===== config.mk =====
export PLATFORM = sky130hd
export DESIGN_NAME = mepb_div
export DESIGN_NICKNAME = d
export VERILOG_FILES = /design/src/hdl/midi_event_playback_scheduler_macros.svh /design/src/hdl/mepb_pkg.sv /design/src/hdl/mepb_div.sv
export SDC_FILE = /design/constraint.sdc
export NUM_CORES = 1
export LEC_CHECK = 0
export ABC_CLOCK_PERIOD_IN_PS = 3600
export BUFFER_PORTS_ARGS = -buffer_cell sky130_fd_sc_hd__buf_2
export CORE_MARGIN = 4
export CORE_UTILIZATION = 40
export DETAILED_ROUTE_END_ITERATION = 12
export PLACE_DENSITY = 0.66
export SETUP_SLACK_MARGIN = 0.15
export SLEW_MARGIN = 10
export SYNTH_ARGS = -nofsm -noshare
export SYNTH_HDL_FRONTEND = slang
export SYNTH_SLANG_ARGS = --single-unit

===== constraint.sdc =====
create_clock -name i_clk -period 3.6 [get_ports i_clk]
set_input_delay 0.18 -clock i_clk [delete_from_list [all_inputs] [get_ports i_clk]]
set_output_delay 0.18 -clock i_clk [all_outputs]
set_load 0.01 [all_outputs]

===== src/hdl/midi_event_playback_scheduler_macros.svh =====
// Assertion macros for the playback scheduler.
`ifndef MIDI_EVENT_PLAYBACK_SCHEDULER_MACROS_SVH
`define MIDI_EVENT_PLAYBACK_SCHEDULER_MACROS_SVH

// Same-cycle implication, checked out of reset.
`define MEPB_ASSERT_NOW(lbl, ante, cons, msg) \
    lbl: assert property (@(posedge i_clk) disable iff (!i_rst_n) (ante) |-> (cons)) \
        else $error(msg);

// Next-cycle implication, checked out of reset.
`define MEPB_ASSERT_NEXT(lbl, ante, cons, msg) \
    lbl: assert property (@(posedge i_clk) disable iff (!i_rst_n) (ante) |=> (cons)) \
        else $error(msg);

`endif


===== src/hdl/mepb_pkg.sv =====
// Shared constants, codes and divider interface types for the playback scheduler.
package mepb_pkg;

    localparam int EVENT_DEPTH_DEF       = 1024;
    localparam int MAX_EVENTS_DEF        = 63;
    localparam int MAX_BLOCK_SAMPLES_DEF = 8192;

    localparam logic [31:0] US_PER_S  = 32'd1000000;
    localparam logic [16:0] FRAC_ONE  = 17'h10000;
    localparam logic [8:0]  TEMPO_MIN = 9'd20;
    localparam logic [8:0]  TEMPO_MAX = 9'd300;

    localparam logic [17:0] SAMPLE_RATE_RST = 18'd48000;
    localparam logic [8:0]  TEMPO_RST       = 9'd120;
    localparam logic [9:0]  ORIG_BPM_RST    = 10'd120;

    localparam int DIV_STEPS = 64;

    typedef enum logic [2:0] {
        ACT_LOAD,
        ACT_BLOCK,
        ACT_PLAY,
        ACT_PAUSE,
        ACT_STOP,
        ACT_SEEK
    } t_action;

    typedef enum logic [2:0] {
        REG_SAMPLE_RATE,
        REG_TEMPO_BPM,
        REG_ORIGINAL_BPM,
        REG_SONG_LENGTH,
        REG_LOOPING,
        REG_EVENT_COUNT
    } t_reg_idx;

    typedef struct packed {
        logic        start;
        logic [63:0] dividend;
        logic [31:0] divisor;
    } t_div_req;

    typedef struct packed {
        logic        done;
        logic [63:0] quot;
    } t_div_rsp;

endpackage


===== src/hdl/mepb_div.sv =====
// Restoring divider, one quotient bit per cycle, 64-bit dividend by 32-bit divisor.
module mepb_div (
    input  logic                i_clk,
    input  logic                i_rst_n,
    input  mepb_pkg::t_div_req  i_req,
    output mepb_pkg::t_div_rsp  o_rsp
);

    localparam int CW = $clog2(mepb_pkg::DIV_STEPS);

    logic          r_busy;
    logic          r_done;
    logic [CW-1:0] r_cnt;
    logic [31:0]   r_rem;
    logic [31:0]   r_den;
    logic [63:0]   r_q;

    logic [32:0]   trial;
    logic          fits;
    logic [31:0]   n_rem;

    always_comb begin
        trial = {r_rem, r_q[63]};
        fits  = trial >= {1'b0, r_den};
        n_rem = fits ? 32'(trial - {1'b0, r_den}) : trial[31:0];
    end

    always_ff @(posedge i_clk) begin
        if (!i_rst_n) begin
            r_busy <= 1'b0;
            r_done <= 1'b0;
            r_cnt  <= '0;
        end else begin
            // done pulses for one cycle after the last quotient bit
            r_done <= !i_req.start && r_busy && (r_cnt == CW'(mepb_pkg::DIV_STEPS - 1));
            if (i_req.start) begin
                r_busy <= 1'b1;
                r_cnt  <= '0;
                r_rem  <= '0;
                r_den  <= i_req.divisor;
                r_q    <= i_req.dividend;
            end else if (r_busy) begin
                r_rem <= n_rem;
                r_q   <= {r_q[62:0], fits};
                r_cnt <= r_cnt + 1'b1;
                if (r_cnt == CW'(mepb_pkg::DIV_STEPS - 1)) begin
                    r_busy <= 1'b0;
                end
            end
        end
    end

    assign o_rsp.done = r_done;
    assign o_rsp.quot = r_q;

endmodule


# == Yosys cells after proc, flatten, opt, wreduce, memory -nomap -nowiden ==
# Index checks and enable logic that the tools add are counted.
# op_classes
add_sub_neg,2
order_cmp,1
n_eq_ne,1
muxes,7
bitwise_logic,1
reduce_logical,7
# ops
op,count
2-to-1 mux 64 bit,2
2-to-1 mux 32 bit,2
greater-or-equal comparator 33 x 32 -> 1 bit,1
subtractor 32 bit,1
adder 6 x 1 -> 6 bit (second input constant),1
== test 6 bit (second input constant),1
AND reduction 2 bit,2
2-to-1 mux 1 bit,3
logical AND 1 bit,2
nonzero test 2 bit,1
OR reduction 2 bit,1
zero test 1 bit,1
inverter 1 bit,1
# word_totals
ff_bits,136
output_inout_bits,65

# == Depth between registers and ports, before layout ==
# depth
ltp_word,4
mapped_depth,12
ltp_nobuf,11

# == Worst setup path before layout ==
# OpenSTA, ideal clock, no wires.
# synth_path
path_type,input-to-reg
start,in i_req[96] in the netlist's numbering
end,"reg r_q[0], enable pin"
setup_ns,0.463
arrival_time_ns,2.872
slack_ns,0.265
cell_stages,3
n_path_buf,2
path_cell_list,clkbuf_1 -> buf_1 -> o21a_1
# synth_via
elab_chain_len,2
# synth_rtl
element,line_no,rtl
"start, declared",mepb_div.sv:5,"input mepb_pkg::t_div_req i_req,"
nonzero test 2 bit (no line),-,
AND reduction 2 bit (no line),-,
"end signal, assigned",mepb_div.sv:41,r_q <= i_req.dividend;
"end signal, assigned",mepb_div.sv:44,"r_q <= {r_q[62:0], fits};"
"end, declared",mepb_div.sv:16,logic [63:0] r_q;
# No other way between the ends.
# A chain may end at the register's enable or synchronous reset.

# == Worst setup path in the final report ==
# layout_path
start,reg r_q[63]
end,"reg r_rem[30], data pin"
# layout_via
elab_chain_len,3
word_cells_on_any_way,4
# layout_rtl
element,line_no,rtl
subtractor 32 bit or greater-or-equal comparator 33 x 32 -> 1 bit (tied branches),"mepb_div.sv:25, mepb_div.sv:24",
2-to-1 mux 32 bit (*),mepb_div.sv:25,"n_rem = fits ? 32'(trial - {1'b0, r_den}) : trial[31:0];"
2-to-1 mux 32 bit (*),mepb_div.sv:42,end else if (r_busy) begin
"end signal, assigned",mepb_div.sv:43,r_rem <= n_rem;
"end, declared",mepb_div.sv:14,logic [31:0] r_rem;
# Every way passes the cells marked *; elsewhere a longest branch is shown, timed or not. The select of a mux whose other input is x is not followed.

==> results_dict.tcl <==
set metrics [dict create \
    maxCapViolCount 0 \
    drt_pass1_iterations 4 \
    cp_data_arrival_time_ns 3.33 \
    vias 5327 \
    gp_congestion 0.905 \
    fin_crit_sh_pct 87.6 \
    root_buffer "clkbuf_16" \
    critPathKind "reg -> reg" \
    p_per_area_nw_per_um2 510 \
    min_to "r_q[0]$_DFFE_PP_" \
    finalNonFillerCells 1034 \
    ctsResizeCount 0 \
    cts_buffers 17 \
    vias_per_cell 5.15 \
    cp_slowest_cell "fa_1" \
    area.growth.synth_to_final_pct 25.6 \
    synth_cell_types 61 \
    place.detailed.hpwl_mm 12.5 \
    core_area_sq_um 18100 \
    dpl_cell_area_sq_um 8410 \
    die_area_sq_um 20700 \
    path_clk_slew_ns 0.07 \
    final.setup.tns_ns 0 \
    crit_required_ns 3.77 \
    worst_slack_ns 0.447 \
    clockBufferDepth 2 \
    critPathMaxStageDelay_ns 0.40 \
    hold_start "i_req[32]" \
    dp_cells 970 \
    antenna_found_initial 2 \
    final_antenna_net_count 0 \
    hold_buffers 32 \
    p_leak_uw 0.00384 \
    drc_errors 0 \
    setup_viol_count_final 0 \
    totalWireLength_mm 17.6 \
    syn_area_sq_um 7390 \
    grt_pass1_vias 5593 \
    slew_headroom_pct 50.1 \
    grt_usage_pct 17.4 \
    cp_max_fo 4 \
    drt-initial-drc-count 339 \
    crit-reg2reg-launch "r_q[63]$_DFFE_PP_" \
    rr_worst_depth 11 \
    cts_tree "done" \
    fmax_ghz 0.317 \
    synth_edf_count 128 \
    n_antenna_cell 0 \
    postLayoutCoreUtil_pct 51.3 \
    nNetsFinal 925 \
    synth_seq_area_share_pct 54.2 \
    r2r_end "r_rem[30]$_SDFFCE_PP0P_" \
    synth_fp_nets 733 \
    pre_cts_ws_ns 0.472 \
    grt_pass1_wl_mm 28.2 \
    htree_num_levels 4 \
    endpoint_kind "flop" \
    synthFlopType "edfxtp_1" \
    status "finished clean" \
    tightest_slew_ns 0.749 \
    rsz0062_at_grt "false" \
    async_reset_ff_share_pct 0 \
    synth-warning-count 0 \
    die_h_um 144 \
    ff2ff_setup_slack_ns 0.45 \
    die_w_um 144 \
    placement.io_buffers 163 \
    grt-ovfl-total 0 \
    path_cells "inv_1, ha_1, fa_1, nand2b_1, a21oi_1, o21ai_1, a211o_1, a2111o_1, a21oi_1, o31ai_1, a32o_1" \
    syn_avg_cell_area_sq_um 12.3 \
    start_util_pct 40.9 \
    worst_setup_path_start_kind "flop" \
    ir_drop_mv 0.363 \
    ios 164 \
    grt_max_degree 61 \
    hold_depth 2 \
    clock_sinks 136 \
    crit_top_cell "a21oi_1" \
    finalCriticalPeriod_ns 3.15 \
    synth-seq-cells 136 \
    wl_per_cell_um 17.0 \
    syn_inst 600 \
    clkLatencyLatePin_ns 0.43 \
    post_cts_buffers 0 \
    row_count 49 \
    drive_gt1_share_pct 34.7 \
    final_design_area_no_fill_sq_um 9290 \
    fin_skew_ns 0.0167 \
    finalHoldViolations 0 \
    drv_slew 0 \
    hold_path_class "in -> reg" \
]
==> area by class of cell <==
| class | count | area (sq um) |
|---|---|---|
| Multi-Input combinational cell | 391 | 3070 |
| Sequential cell | 136 | 4000 |
| Timing Repair Buffer | 201 | 1200 |
| Fill cell | 1634 | 8800 |
| Clock inverter | 14 | 128 |
| Clock buffer | 18 | 429 |
| Inverter | 45 | 169 |
| Tap cell | 229 | 287 |
==> registers in the layout, summed over array words and instances, names as in the netlist <==
name    cells
r_busy      1
r_rem      32
r_done      1
r_den      32
r_q        64
r_cnt       6
==> synthesized netlist by cell type (5+ instances only) <==
cell	n	share of area, %
a211oi_1	6	0.61
a21o_1	15	1.5
a21oi_1	35	2.4
a22o_1	7	0.83
buf_1	8	0.41
buf_2	6	0.41
buf_6	5	0.76
clkbuf_1	7	0.36
dfxtp_1	8	2.2
edfxtp_1	128	52
ha_1	33	5.6
inv_1	44	2.2
mux2_2	63	9.6
mux2i_1	19	2.6
nand2_1	28	1.4
nand3_1	6	0.41
nand4_1	11	0.93
nor2_1	39	2.0
nor3_1	8	0.54
o211ai_1	5	0.51
o21ai_0	16	1.1
o21ai_1	5	0.34
xnor2_1	15	1.8
xor2_1	14	1.7
==> worst max-delay path by stage <==
stage	from	to	slack, ns	cells past startpoint
after floorplan	i_req[96]	r_q[0]$_DFFE_PP_	0.26	3
after global placement	r_q[63]$_DFFE_PP_	r_rem[30]$_SDFFCE_PP0P_	0.54	11
after detailed placement	r_q[63]$_DFFE_PP_	r_rem[30]$_SDFFCE_PP0P_	0.47	11
after CTS	r_q[63]$_DFFE_PP_	r_rem[30]$_SDFFCE_PP0P_	0.45	11
after global routing	r_q[63]$_DFFE_PP_	r_rem[30]$_SDFFCE_PP0P_	0.20	11
final	r_q[63]$_DFFE_PP_	r_rem[30]$_SDFFCE_PP0P_	0.45	11
==> worst max-delay path, delay by kind of cell, from the launching register on <==
kind / cells / cell delay, ns
AO/OA/AOI/OAI: 7 / 1.68
adder cells (fa/ha/maj): 2 / 0.61
flip-flops: 1 / 0.36
buffers and inverters: 1 / 0.05
AND/OR/NAND/NOR: 1 / 0.18
==> report_power, final <==
group | internal (uW) | leakage [uW] | switching, uW | total [uW]
Combinational | 495 | 0.00228 | 599 | 1090
Sequential | 1890 | 0.00129 | 60.0 | 1950
Clock | 912 | 0.000269 | 778 | 1690
==> routing by layer <==
metal  up-vias  share of wire [%]  track usage (%)  wire length [um]
li1       2617                  -                -                 -
met1      2517                 44             21.7              7720
met2       171                 47             28.1              8320
met3        18                7.8             7.39              1370
met4         4               0.85             4.01               150
met5         -               0.19                0                34
==> cell families after synthesis <==
| logic type | Yosys count | share of synthesized area (%) |
|---|---|---|
| xor+xnor | 29 | 3.44 |
| compound gates | 125 | 12.0 |
| fa+ha+maj | 34 | 5.86 |
| mux | 82 | 12.2 |
| flops | 136 | 54.2 |
| simple gates | 121 | 7.97 |
| buf+inv | 73 | 4.38 |
==> layout by cell type (no fill, tap or decap), drive strengths merged, types with 2 or more instances in the layout <==
master,synthesis,layout
a211oi,9,9
a21boi,3,3
a21o,15,15
a21oi,36,36
a221oi,2,2
a22o,7,7
a31oi,3,3
a41oi,3,3
and2,5,5
and3,2,2
buf,20,169
clkbuf,8,18
clkinv,1,4
clkinvlp,0,2
dfxtp,8,8
dlygate4sd3,0,32
edfxtp,128,128
ha,33,33
inv,44,53
mux2,63,63
mux2i,19,19
nand2,28,28
nand2b,4,4
nand3,6,6
nand4,11,11
nor2,40,40
nor2b,3,3
nor3,9,9
nor4,2,2
o211ai,5,5
o21a,4,4
o21ai,21,21
o21bai,4,4
o31a,2,2
o31ai,4,4
or2,4,4
or3,4,4
xnor2,15,15
xor2,14,14
==> stage by stage <==
| step | hold WS (ns) | power (uW) |
|---|---|---|
| finish | 0.0341 | 4740 |
| global route | 0.0251 | 4990 |
| CTS | 0.0231 | 4790 |
| detailed placement | 0.358 | 3050 |
| global placement | 0.357 | 3050 |
| floorplan | 0.279 | 2780 |
Note: power is estimated with default switching activity, not from simulation.
